==> src/hdl/lin_frame_receiver_defines.svh <==
// assertion macros shared by the receiver
`ifndef LIN_FRAME_RECEIVER_DEFINES_SVH
`define LIN_FRAME_RECEIVER_DEFINES_SVH

// check on every clock edge, suspended while reset is asserted
`define LFR_ASSERT(lbl, prop, msg) \
  lbl: assert property (@(posedge clk_i) disable iff (!rst_ni) prop) else $error(msg);

// check on every clock edge, reset included
`define LFR_ASSERT_ALWAYS(lbl, prop, msg) \
  lbl: assert property (@(posedge clk_i) prop) else $error(msg);

`endif

==> src/hdl/lfr_pkg.sv <==
package lfr_pkg;

  // largest number of data bytes a frame can carry
  localparam int unsigned LFR_DATA_SLOTS = 8;
  localparam int unsigned LFR_MAX_DATA   = 8;

  // register reset values
  localparam logic [15:0] LFR_GAP_RESET  = 16'd50;
  localparam logic [7:0]  LFR_SYNC_RESET = 8'h55;
  localparam logic [63:0] LFR_MASK_RESET = 64'd0;

  // register indexes on the configuration port
  localparam logic [1:0] CFG_GAP_TICKS = 2'd0;
  localparam logic [1:0] CFG_SYNC      = 2'd1;
  localparam logic [1:0] CFG_ID_MASK   = 2'd2;

  // input item kinds
  localparam logic ACT_BYTE = 1'b0;
  localparam logic ACT_TICK = 1'b1;

  typedef enum logic [2:0] {
    ST_OK          = 3'd0,
    ST_NO_SYNC     = 3'd1,
    ST_PARITY      = 3'd2,
    ST_NO_BYTES    = 3'd3,
    ST_CHECKSUM    = 3'd4,
    ST_NOT_ENABLED = 3'd5
  } lfr_status_e;

  // closed frame handed from the front to the back
  typedef struct packed {
    logic                           has_id;
    logic [7:0]                     pid;
    logic [3:0]                     cnt;
    logic [7:0]                     last_byte;
    logic [LFR_DATA_SLOTS-1:0][7:0] data;
  } lfr_frame_t;

  // one result beat
  typedef struct packed {
    lfr_status_e status;
    logic [7:0]  pid;
    logic [3:0]  data_count;
    logic [2:0]  byte_index;
    logic [7:0]  data_byte;
    logic        matched_enhanced;
    logic        last;
  } lfr_result_t;

  // protected id built from a six-bit frame id
  function automatic logic [7:0] lfr_parity(input logic [5:0] id);
    logic p0;
    logic p1;
    p0 = id[0] ^ id[1] ^ id[2] ^ id[4];
    p1 = ~(id[1] ^ id[3] ^ id[4] ^ id[5]);
    return {p1, p0, id};
  endfunction

  // one step of the carry-wrapped byte sum
  function automatic logic [7:0] lfr_wrap_add(input logic [7:0] s, input logic [7:0] b);
    logic [8:0] t;
    t = {1'b0, s} + {1'b0, b};
    return t[8] ? (t[7:0] + 8'd1) : t[7:0];
  endfunction

endpackage

==> src/hdl/lfr_front.sv <==
module lfr_front import lfr_pkg::*; #(
  parameter int unsigned MAX_DATA = LFR_MAX_DATA
) (
  input  logic        clk_i,
  input  logic        rst_ni,
  input  logic        accept_i,
  input  logic        action_i,
  input  logic [7:0]  rx_byte_i,
  input  logic [15:0] gap_ticks_i,
  input  logic [7:0]  sync_value_i,
  output logic        push_o,
  output lfr_frame_t  frame_o
);

  typedef enum logic [1:0] {
    PH_EMPTY = 2'd0,
    PH_HUNT  = 2'd1,
    PH_SYNC  = 2'd2,
    PH_ID    = 2'd3
  } phase_e;

  phase_e      phase_q, phase_d;
  logic [15:0] idle_q, idle_d;
  logic [7:0]  pid_q, pid_d;
  logic [7:0]  last_q, last_d;
  logic [3:0]  cnt_q, cnt_d;
  logic        store_we;
  logic [MAX_DATA-1:0][7:0] store_q;

  // frame assembly on each accepted beat
  always_comb begin
    phase_d  = phase_q;
    idle_d   = idle_q;
    pid_d    = pid_q;
    last_d   = last_q;
    cnt_d    = cnt_q;
    push_o   = 1'b0;
    store_we = 1'b0;
    if (accept_i) begin
      if (action_i == ACT_TICK) begin
        if (phase_q != PH_EMPTY) begin
          if (idle_q >= gap_ticks_i) begin
            push_o  = 1'b1;
            phase_d = PH_EMPTY;
            idle_d  = '0;
            pid_d   = '0;
            last_d  = '0;
            cnt_d   = '0;
          end else begin
            idle_d = idle_q + 16'd1;
          end
        end
      end else begin
        idle_d = '0;
        unique case (phase_q)
          PH_EMPTY, PH_HUNT: begin
            phase_d = (rx_byte_i == sync_value_i) ? PH_SYNC : PH_HUNT;
          end
          PH_SYNC: begin
            pid_d   = rx_byte_i;
            cnt_d   = '0;
            phase_d = PH_ID;
          end
          PH_ID: begin
            store_we = (cnt_q < 4'(MAX_DATA));
            last_d   = rx_byte_i;
            if (cnt_q < 4'(MAX_DATA + 1)) begin
              cnt_d = cnt_q + 4'd1;
            end
          end
        endcase
      end
    end
  end

  always_ff @(posedge clk_i or negedge rst_ni) begin
    if (!rst_ni) begin
      phase_q <= PH_EMPTY;
      idle_q  <= '0;
      pid_q   <= '0;
      last_q  <= '0;
      cnt_q   <= '0;
    end else begin
      phase_q <= phase_d;
      idle_q  <= idle_d;
      pid_q   <= pid_d;
      last_q  <= last_d;
      cnt_q   <= cnt_d;
    end
  end

  // data bytes, written in arrival order
  always_ff @(posedge clk_i) begin
    for (int k = 0; k < MAX_DATA; k++) begin
      if (store_we && (cnt_q == 4'(k))) begin
        store_q[k] <= rx_byte_i;
      end
    end
  end

  // closed frame contents
  assign frame_o.has_id    = (phase_q == PH_ID);
  assign frame_o.pid       = pid_q;
  assign frame_o.cnt       = cnt_q;
  assign frame_o.last_byte = last_q;

  for (genvar g = 0; g < LFR_DATA_SLOTS; g++) begin : g_slot
    if (g < MAX_DATA) begin : g_used
      assign frame_o.data[g] = store_q[g];
    end else begin : g_unused
      assign frame_o.data[g] = '0;
    end
  end

endmodule

==> src/hdl/lfr_frame_queue.sv <==
module lfr_frame_queue import lfr_pkg::*; (
  input  logic       clk_i,
  input  logic       rst_ni,
  input  logic       push_i,
  input  lfr_frame_t frame_i,
  output logic       full_o,
  input  logic       pop_i,
  output logic       empty_o,
  output lfr_frame_t head_o
);

  // two closed frames may wait between front and back
  lfr_frame_t       slot_q [2];
  logic             wr_ptr_q;
  logic             rd_ptr_q;
  logic [1:0]       count_q;

  assign full_o  = count_q[1];
  assign empty_o = (count_q == 2'd0);
  assign head_o  = slot_q[rd_ptr_q];

  always_ff @(posedge clk_i or negedge rst_ni) begin
    if (!rst_ni) begin
      wr_ptr_q <= 1'b0;
      rd_ptr_q <= 1'b0;
      count_q  <= '0;
    end else begin
      if (push_i) begin
        wr_ptr_q <= ~wr_ptr_q;
      end
      if (pop_i) begin
        rd_ptr_q <= ~rd_ptr_q;
      end
      unique case ({push_i, pop_i})
        2'b10:   count_q <= count_q + 2'd1;
        2'b01:   count_q <= count_q - 2'd1;
        default: count_q <= count_q;
      endcase
    end
  end

  // entry storage
  always_ff @(posedge clk_i) begin
    if (push_i) begin
      slot_q[wr_ptr_q] <= frame_i;
    end
  end

endmodule

==> src/hdl/lfr_back.sv <==
module lfr_back import lfr_pkg::*; (
  input  logic        clk_i,
  input  logic        rst_ni,
  input  logic        q_empty_i,
  input  lfr_frame_t  q_head_i,
  output logic        q_pop_o,
  input  logic [63:0] id_enable_mask_i,
  input  logic        pop_i,
  output logic        out_valid_o,
  output lfr_result_t out_o
);

  typedef enum logic [1:0] {
    B_IDLE = 2'd0,
    B_SUM  = 2'd1,
    B_EMIT = 2'd2
  } back_state_e;

  back_state_e state_q, state_d;
  lfr_frame_t  frame_q, frame_d;
  lfr_status_e status_q, status_d;
  logic        match_q, match_d;
  logic [3:0]  n_q, n_d;
  logic [3:0]  idx_q, idx_d;
  logic [7:0]  enh_q, enh_d;
  logic [7:0]  cls_q, cls_d;
  logic        out_valid_q, out_valid_d;
  lfr_result_t out_q, out_d;

  logic       slot_free;
  logic       frame_ok;
  logic       has_data;
  logic       is_last;
  logic [7:0] cur_byte;

  assign slot_free = !out_valid_q || pop_i;
  assign cur_byte  = frame_q.data[idx_q[2:0]];
  assign frame_ok  = (status_q == ST_OK);
  assign has_data  = frame_ok && (n_q != 4'd0);
  assign is_last   = !has_data || ((idx_q + 4'd1) == n_q);

  // classify, sum one byte a cycle for frames that pass, then stream the results out
  always_comb begin
    state_d     = state_q;
    frame_d     = frame_q;
    status_d    = status_q;
    match_d     = match_q;
    n_d         = n_q;
    idx_d       = idx_q;
    enh_d       = enh_q;
    cls_d       = cls_q;
    out_valid_d = out_valid_q && !pop_i;
    out_d       = out_q;
    q_pop_o     = 1'b0;
    unique case (state_q)
      B_IDLE: begin
        if (!q_empty_i) begin
          q_pop_o = 1'b1;
          frame_d = q_head_i;
          idx_d   = '0;
          enh_d   = q_head_i.pid;
          cls_d   = '0;
          match_d = 1'b0;
          n_d     = q_head_i.cnt - 4'd1;
          priority if (!q_head_i.has_id) begin
            status_d = ST_NO_SYNC;
            state_d  = B_EMIT;
          end else if (lfr_parity(q_head_i.pid[5:0]) != q_head_i.pid) begin
            status_d = ST_PARITY;
            state_d  = B_EMIT;
          end else if (q_head_i.cnt == 4'd0) begin
            status_d = ST_NO_BYTES;
            state_d  = B_EMIT;
          end else begin
            status_d = ST_OK;
            state_d  = B_SUM;
          end
        end
      end
      B_SUM: begin
        if (idx_q == n_q) begin
          idx_d   = '0;
          state_d = B_EMIT;
          priority if ((frame_q.last_byte != ~enh_q) && (frame_q.last_byte != ~cls_q)) begin
            status_d = ST_CHECKSUM;
          end else if (!id_enable_mask_i[frame_q.pid[5:0]]) begin
            status_d = ST_NOT_ENABLED;
          end else begin
            status_d = ST_OK;
            match_d  = (frame_q.last_byte == ~enh_q);
          end
        end else begin
          enh_d = lfr_wrap_add(enh_q, cur_byte);
          cls_d = lfr_wrap_add(cls_q, cur_byte);
          idx_d = idx_q + 4'd1;
        end
      end
      B_EMIT: begin
        if (slot_free) begin
          out_valid_d            = 1'b1;
          out_d.status           = status_q;
          out_d.pid              = (status_q == ST_NO_SYNC) ? 8'd0 : frame_q.pid;
          out_d.data_count       = frame_ok ? n_q : 4'd0;
          out_d.byte_index       = has_data ? idx_q[2:0] : 3'd0;
          out_d.data_byte        = has_data ? cur_byte : 8'd0;
          out_d.matched_enhanced = frame_ok && match_q;
          out_d.last             = is_last;
          if (is_last) begin
            state_d = B_IDLE;
          end else begin
            idx_d = idx_q + 4'd1;
          end
        end
      end
      default: begin
        state_d = B_IDLE;
      end
    endcase
  end

  always_ff @(posedge clk_i or negedge rst_ni) begin
    if (!rst_ni) begin
      state_q     <= B_IDLE;
      status_q    <= ST_OK;
      match_q     <= 1'b0;
      n_q         <= '0;
      idx_q       <= '0;
      enh_q       <= '0;
      cls_q       <= '0;
      out_valid_q <= 1'b0;
    end else begin
      state_q     <= state_d;
      status_q    <= status_d;
      match_q     <= match_d;
      n_q         <= n_d;
      idx_q       <= idx_d;
      enh_q       <= enh_d;
      cls_q       <= cls_d;
      out_valid_q <= out_valid_d;
    end
  end

  // payload registers
  always_ff @(posedge clk_i) begin
    frame_q <= frame_d;
    out_q   <= out_d;
  end

  assign out_valid_o = out_valid_q;
  assign out_o       = out_q;

endmodule

==> src/hdl/lin_frame_receiver.sv <==
// channel   direction  handshake           payload
// input     in         push / full         action_i, rx_byte_i
// result    out        empty / pop         status_o .. last_o
// config    in         cfg_we_i            cfg_addr_i, cfg_wdata_i
//
// an input beat is taken in the cycle push is high; bytes and ticks never stall while the frame queue has room
// a closing tick pushes the frame into a two-entry queue; the back end then classifies it,
// sums its n data bytes one per cycle (frames that fail classification skip the sum), and
// streams max(1, n) results, one per cycle while pop keeps up
// full rises only while both queue entries hold frames; stalls on pop back up into the queue
// reset clears the frame state, the queue and the result valid flag; registers take their defaults
`include "lin_frame_receiver_defines.svh"

module lin_frame_receiver import lfr_pkg::*; #(
  parameter int unsigned MAX_DATA = LFR_MAX_DATA
) (
  input  logic        clk_i,
  input  logic        rst_ni,
  input  logic        cfg_we_i,
  input  logic [1:0]  cfg_addr_i,
  input  logic [63:0] cfg_wdata_i,
  input  logic        push,
  output logic        full,
  input  logic        action_i,
  input  logic [7:0]  rx_byte_i,
  output logic        empty,
  input  logic        pop,
  output logic [2:0]  status_o,
  output logic [5:0]  frame_id_o,
  output logic [7:0]  protected_id_o,
  output logic [3:0]  data_count_o,
  output logic [2:0]  byte_index_o,
  output logic [7:0]  data_byte_o,
  output logic        matched_enhanced_o,
  output logic        last_o
);

  logic [15:0] gap_ticks_q;
  logic [7:0]  sync_value_q;
  logic [63:0] id_enable_mask_q;

  logic        in_accept;
  logic        front_push;
  lfr_frame_t  front_frame;
  logic        q_full;
  logic        q_empty;
  logic        q_pop;
  lfr_frame_t  q_head;
  logic        out_valid;
  lfr_result_t result;

  // configuration registers
  always_ff @(posedge clk_i or negedge rst_ni) begin
    if (!rst_ni) begin
      gap_ticks_q      <= LFR_GAP_RESET;
      sync_value_q     <= LFR_SYNC_RESET;
      id_enable_mask_q <= LFR_MASK_RESET;
    end else if (cfg_we_i) begin
      unique case (cfg_addr_i)
        CFG_GAP_TICKS: gap_ticks_q      <= cfg_wdata_i[15:0];
        CFG_SYNC:      sync_value_q     <= cfg_wdata_i[7:0];
        CFG_ID_MASK:   id_enable_mask_q <= cfg_wdata_i;
        default:       gap_ticks_q      <= gap_ticks_q;
      endcase
    end
  end

  assign full      = q_full;
  assign in_accept = push && !q_full;

  lfr_front #(
    .MAX_DATA (MAX_DATA)
  ) u_front (
    .clk_i        (clk_i),
    .rst_ni       (rst_ni),
    .accept_i     (in_accept),
    .action_i     (action_i),
    .rx_byte_i    (rx_byte_i),
    .gap_ticks_i  (gap_ticks_q),
    .sync_value_i (sync_value_q),
    .push_o       (front_push),
    .frame_o      (front_frame)
  );

  lfr_frame_queue u_queue (
    .clk_i   (clk_i),
    .rst_ni  (rst_ni),
    .push_i  (front_push),
    .frame_i (front_frame),
    .full_o  (q_full),
    .pop_i   (q_pop),
    .empty_o (q_empty),
    .head_o  (q_head)
  );

  lfr_back u_back (
    .clk_i            (clk_i),
    .rst_ni           (rst_ni),
    .q_empty_i        (q_empty),
    .q_head_i         (q_head),
    .q_pop_o          (q_pop),
    .id_enable_mask_i (id_enable_mask_q),
    .pop_i            (pop),
    .out_valid_o      (out_valid),
    .out_o            (result)
  );

  // result ports
  assign empty              = !out_valid;
  assign status_o           = result.status;
  assign frame_id_o         = result.pid[5:0];
  assign protected_id_o     = result.pid;
  assign data_count_o       = result.data_count;
  assign byte_index_o       = result.byte_index;
  assign data_byte_o        = result.data_byte;
  assign matched_enhanced_o = result.matched_enhanced;
  assign last_o             = result.last;

  // an error frame is a single beat with no data
  `LFR_ASSERT(a_error_single, (!empty && (status_o != ST_OK)) |-> (last_o && (data_count_o == 4'd0) && (data_byte_o == 8'd0)), "error result is not a lone empty beat")
  // a data beat sits inside the frame's byte count
  `LFR_ASSERT(a_index_range, (!empty && (data_count_o != 4'd0)) |-> ({1'b0, byte_index_o} < data_count_o), "byte index beyond data count")
  // the queue never takes a frame while full
  `LFR_ASSERT(a_queue_overrun, q_full |-> !front_push, "frame pushed into a full queue")
  // after reset nothing waits on the result side
  `LFR_ASSERT_ALWAYS(a_reset_empty, !rst_ni |=> empty || rst_ni, "result pending right after reset")

endmodule
==> config.mk <==
export PLATFORM = sky130hd
export DESIGN_NAME = lin_frame_receiver
export DESIGN_NICKNAME = d
export VERILOG_FILES = /design/src/hdl/lfr_pkg.sv /design/src/hdl/lfr_front.sv /design/src/hdl/lfr_frame_queue.sv /design/src/hdl/lfr_back.sv /design/src/hdl/lin_frame_receiver.sv
export VERILOG_INCLUDE_DIRS = /design/src /design/src/hdl
export SDC_FILE = /design/constraint.sdc
export NUM_CORES = 1
export LEC_CHECK = 0
export BUFFER_PORTS_ARGS = -buffer_cell sky130_fd_sc_hd__buf_2
export CAP_MARGIN = 25
export CORE_MARGIN = 1.5
export CORE_UTILIZATION = 50
export CTS_CLUSTER_DIAMETER = 60
export CTS_CLUSTER_SIZE = 14
export DETAILED_ROUTE_END_ITERATION = 7
export PLACE_DENSITY_LB_ADDON = 0.3
export SETUP_SLACK_MARGIN = 0.3
export SLEW_MARGIN = 20
export SYNTH_ARGS = -nofsm -noshare
export SYNTH_HDL_FRONTEND = slang
export SYNTH_SLANG_ARGS = --single-unit
==> constraint.sdc <==
create_clock -name clk_i -period 6.65 [get_ports clk_i]
set_input_delay 1.33 -clock clk_i [delete_from_list [all_inputs] [get_ports clk_i]]
set_output_delay 1.33 -clock clk_i [all_outputs]
set_load 0.02 [all_outputs]
Word-level counts from Yosys, hierarchy flattened
Memory sizes are Yosys's and may differ from the RTL's.
Cells that the tools add are included.
Storage, ports and cells
  register bits after elaboration: 333
  memory bits (writable): 170
  word-level logic and storage cells: 229
  memories: 1
Cells by class
  $add $sub $neg: 10
  magnitude comparators: 5
  equality and inequality tests: 35
  muxes and demuxes: 71
  bitwise gates (word level): 12
  reduce and logical (&&, ||, !) cells: 51
Memory list
  u_queue.slot_q: words 2, bits a word 85, rd ports 1, clocked after memory_dff 0, write ports 1, line lfr_frame_queue.sv:13  | lfr_frame_t slot_q [2];
Operator list (number)
  $mux W8: 13
  $mux W16: 3
  $mux W4: 8
  $pmux W8 S2: 2
  $bmux W8 S3: 1
  $mux W2: 12
  $reduce_and A4 Y1: 5
  $add A8 B8 Y9: 2
  $mux W1: 18
  $mux W3: 6
  $add A16 B1 Y16 const B: 1
  $add A8 B1 Y8 const B: 2
  $eq A4 B3 Y1 const B: 4
  $eq A8 B8 Y1: 2
  $ge A16 B16 Y1: 1
  $ne A8 B8 Y1: 2
  $not A8 Y8: 2
  $logic_and A1 B1 Y1: 13
  $ne A2 B1 Y1 const B: 6
  $pmux W4 S3: 1
  $reduce_and A2 Y1: 6
  $eq A2 B2 Y1 const B: 5
  $reduce_and A5 Y1: 2
  $reduce_bool A2 Y1: 5
  32 further kinds: 62

Longest topological paths before layout
An unclocked memory read counts as a cell.
  depth after elaboration: 10
  depth in mapped cells: 15

Cells and area by module
From an unflattened synthesis, not the netlist that was laid out.
Second synthesis, totals
  cells, all modules: 1366
  area total of the unflattened synthesis: 21883.5 um2
Modules (own cells, without submodules)
  lfr_back: times used 1, cells an instance 547, area an instance 7305.8 um2, sequential area each 4018.9 um2
  lfr_frame_queue: times used 1, cells an instance 280, area an instance 6516.2 um2, sequential area each 5205.0 um2
  lfr_front: times used 1, cells an instance 344, area an instance 4455.5 um2, sequential area each 2872.8 um2
  lin_frame_receiver: times used 1, cells an instance 195, area an instance 3606.0 um2, sequential area each 2210.9 um2

Least setup slack after synthesis
No wires, ideal clock.
  path kind: input to register
  start point: input action_i
  end point: memory u_queue.slot_q[0][0] (netlist bit), enable pin
  library setup time: 529 ps
  arrival: 5681 ps
  required time: 6121 ps
  setup slack: 440 ps
  stages on the path: 5
  buffers on the path: 2
  cells stage by stage: clkbuf_1 > o21ai_0 > or3_1 > clkbuf_1 > nor2_1
Between the ends
  word-level cells in the longest chain between the ends: 4
Ends and longest elaborated chain
  start, declared: line lin_frame_receiver.sv:24  | input logic action_i,
  $mux W1: line lfr_front.sv:40  | if (action_i == ACT_TICK) begin
  $mux W1: line lfr_front.sv:39  | if (accept_i) begin
  $mux W1: line lfr_frame_queue.sv:44  | if (push_i) begin
  $mux W1 (implied by the code): line lfr_frame_queue.sv:45  | slot_q[wr_ptr_q] <= frame_i;
  end, declared: line lfr_frame_queue.sv:13
Every way passes these cells.

Worst setup path after layout
  start point: register u_back.idx_q[1]
  end point: register u_back.enh_q[7]
Between the ends
  word-level cells in the longest chain between the ends: 7
Ends and longest elaborated chain
  start, declared: line lfr_back.sv:24  | logic [3:0] idx_q, idx_d;
  start signal, assigned: line lfr_back.sv:136  | idx_q <= idx_d;
  $bmux W8 S3 *: line lfr_back.sv:37  | assign cur_byte = frame_q.data[idx_q[2:0]];
  $mux W8 (implied by the code) *: line lfr_back.sv:37
  net u_back.cur_byte[0]: line lfr_back.sv:34  | logic [7:0] cur_byte;
  $add A8 B8 Y9 *: line lfr_pkg.sv:62  | t = {1'b0, s} + {1'b0, b};
  $add A8 B1 Y8: line lfr_pkg.sv:63  | return t[8] ? (t[7:0] + 8'd1) : t[7:0];
  $mux W8 *: line lfr_pkg.sv:63
  $mux W8 *: line lfr_back.sv:81  | if (idx_q == n_q) begin
  $pmux W8 S2 *: line lfr_back.sv:55  | unique case (state_q)
  end signal, assigned: line lfr_back.sv:137  | enh_q <= enh_d;
  end, declared: line lfr_back.sv:25  | logic [7:0] enh_q, enh_d;
Mark *: on every way through the listed nets, which the timed path passes. The rest lies on a longest branch. The select of a mux whose other input is x is not followed.
A chain may end at the register's enable or synchronous reset.

==> flow_summary.toml <==
[outcome]
outcome = "finished clean"

[placed_design]
gp_congestion = 0.8372
dp_hpwl_um = 28420
placed_area_mm2 = 0.02218
io_buffers = 115
dp.cells = 1966

[cells_and_area]
syn_to_final_growth_pct = 12.50
stdcell_count = 2039
fin_nets = 1610
layout_commonest_cell = "edfxtp_1"
final_cell_mix = "342 x edfxtp_1, 155 x mux2_2, 153 x dfrtp_1"
nFillCells = 3249
finalInstanceArea_mm2 = 0.02355
drive_above_1_share_pct = 26.18

[detailed_routing]
viasPerCell = 5.556
wl_per_cell_um = 20.78
vias = 11328
ant_nets = 0
drt_pass1_iterations = 5
drc = 0
wirelength_um = 42370
drt_iter0_drc = 796

[synthesis]
synth-seq-area-share_pct = 68.35
synth_edf_count = 342
ys_ff_latch = 503
synthArstFlopShare_pct = 32.01
yosys.cell_types.count = 59
synth_ff_type = "edfxtp_1"
netlist_area_mm2 = 0.02093
yosysTopAreaCellShare_pct = 49.06
synth_area_per_cell_um2 = 15.48
synthCells = 1352
yosys-top-cells-area = "edfxtp_1 49%, dfrtp_1 18%, mux2_2 8.3%, mux4_2 3.4%, ha_1 2.7%"
yosys.area.top_type = "edfxtp_1"
synth_warnings = 0
synthesis.nets = 1480

[clocking]
clk_latency_ps = 580
cts.sinks = 503
cts_setup_buffers = 0
cts_tree = "done"
numCtsBuffers = 44
max-clock-path-buffers = 3
cts-resized-gates = 0
h-tree-depth = 2
clock-root-buffer = "clkbuf_16"
cts_hold_buf = 0
clk_pin_slew_ps = 70

[floorplanning]
die_y_um = 207.6
coreArea_mm2 = 0.04111
die_area_mm2 = 0.04310
fp-row-count = 74
start_util_pct = 50.92
die_x_um = 207.6
io_pins = 116

[timing]
tightest_slew_ps = 1096
max_freq_mhz = 254.1
setup_tns_ps = 0
relSlewSlack_pct = 26.94
fin_skew_ps = 21.68
min_period_ps = 3936
hold_viol = 0
rsz0062_at_grt = "false"
hold_ws_ps = 440.8
setup_viol = 0
timing.final.crit_share_pct = 59.18
slew_violations = 0

[global_routing]
gr-total-overflow = 0
grt_pass1_wl_um = 66300
grt_pass1_vias = 11559
antenna_found_initial = 1
grt_max_degree = 102
grt_use_total_pct = 19.96

[setup_path]
reg2reg_depth = 13
path_class = "register to register"
crit_arrival_ps = 4370
path_max_fanout = 21
start_kind = "register"
worstPathRequired_ps = 7080
crit_path_end_kind = "register"

[power_and_ir_drop]
ir_drop_uv = 273.8
power_leakage_nw = 9.016
p_per_area_mw_per_mm2 = 432.9

[worst_hold_path]
whs_path_depth = 0
min_path_type = "register to register"

[run]
drv_cap = 0
==> path summary, 6_finish.rpt <==
| kind | from | to | slack, ps |
|---|---|---|---|
| setup / recovery | u_back.idx_q[1] | u_back.enh_q[7] | 2710 |
| hold / removal | u_front.frame_o[30] | u_queue.slot_q[1][30] | 440 |
| setup reg to reg | u_back.idx_q[1] | u_back.enh_q[7] | 2710 |
| hold reg to reg | u_front.frame_o[30] | u_queue.slot_q[1][30] | 440 |
| max in group asynchronous | rst_ni | gap_ticks_q[13] | 4490 |
| min in group asynchronous | rst_ni | id_enable_mask_q[41] | 650 |
==> logic make-up (layout without fill, tap and decap cells) <==
logic type,Yosys count,after routing,share of synthesized area [%]
other cells,0,2,0
compound gates,165,165,4.871
xor+xnor,78,78,3.263
simple gates,263,263,5.977
flops,503,503,68.35
buf+inv,92,245,1.823
fa+ha+maj,48,48,2.941
mux,203,203,12.78
==> report_power, final <==
part	total (mW)	switching, mW	internal [mW]	leakage (nW)
clock network	2.44	1.09	1.35	0.648
logic	3.21	1.80	1.41	3.24
registers	4.54	0.451	4.09	5.12
total	10.2	3.34	6.85	9.02
==> metal layers <==
layer,share of wire (%),GRT usage (%),vias up
li1,-,-,5261
met1,45,28.41,5758
met2,48,32.14,242
met3,4.5,3.026,67
met4,2.1,5.865,0
met5,0,0,-
==> cell type report <==
| cell class | count | area, µm² | share of cell area [%] |
|---|---|---|---|
| Timing Repair Buffer | 131 | 784.5 | 3.331 |
| Tap cell | 532 | 665.6 | 2.826 |
| Multi-Input combinational cell | 757 | 6289 | 26.70 |
| Clock inverter | 9 | 113.9 | 0.4835 |
| Clock buffer | 60 | 1214 | 5.153 |
| Inverter | 45 | 168.9 | 0.7172 |
| Antenna cell | 2 | 5.005 | 0.02125 |
| Sequential cell | 503 | 14310 | 60.77 |
==> worst max-delay path: stages (launching register included) <==
cell and delay [ps]:
dfrtp_1 1060, mux4_2 420, nand2_1 100, nand2_1 100, ha_1 250, fa_1 400, a21oi_1 210, o211ai_1 160
o41a_1 440, and2_1 210, nand3_1 80, or2_2 120, xnor2_1 100, o221ai_1 120
==> through the flow <==
stage | power (mW) | setup WS, ps | util [%]
final | 10.20 | 2714 | 57.29
after global routing | 10.76 | 2457 | 57.28
after CTS | 10.27 | 2695 | 57.19
after detailed placement | 7.827 | 2721 | 53.96
after floorplan | 6.879 | 439.9 | -
after global placement | 7.740 | 2844 | 53.82
==> cell usage after synthesis, drive strengths merged, types with 3 or more instances <==
| cell type | n |
|---|---|
| ha | 46 |
| nor2 | 42 |
| a22o | 14 |
| inv | 44 |
| nor3 | 10 |
| o211ai | 9 |
| mux2 | 155 |
| mux4 | 35 |
| edfxtp | 342 |
| nand2b | 6 |
| nand2 | 111 |
| dfrtp | 154 |
| buf | 13 |
| or3 | 5 |
| o31ai | 3 |
| nor2b | 17 |
| nand3 | 16 |
| xnor2 | 40 |
| and3 | 11 |
| nand3b | 3 |
| clkbuf | 34 |
| xor2 | 38 |
| nand4 | 7 |
| nor3b | 5 |
| dfstp | 7 |
| or2 | 3 |
| nor4 | 6 |
| mux2i | 13 |
| o21ai | 70 |
| o21a | 3 |
| a21o | 14 |
| a21oi | 34 |
| and2 | 17 |
==> registers in the layout (all words and copies together), names as in the netlist, 2 cells and up <==
signal,cells
u_front.last_q,8
u_back.cls_q,8
u_front.idle_q,16
id_enable_mask_q,64
u_front.cnt_q,4
u_back.frame_q,80
u_back.n_q,4
u_back.state_q,2
u_back.enh_q,8
gap_ticks_q,16
u_queue.slot_q,170
sync_value_q,8
u_back.out_o,28
u_queue.count_q,2
u_front.pid_q,8
u_front.phase_q,2
u_front.frame_o,64
u_back.idx_q,4
u_back.status_q,3
Power figures use the tool's default switching activity.
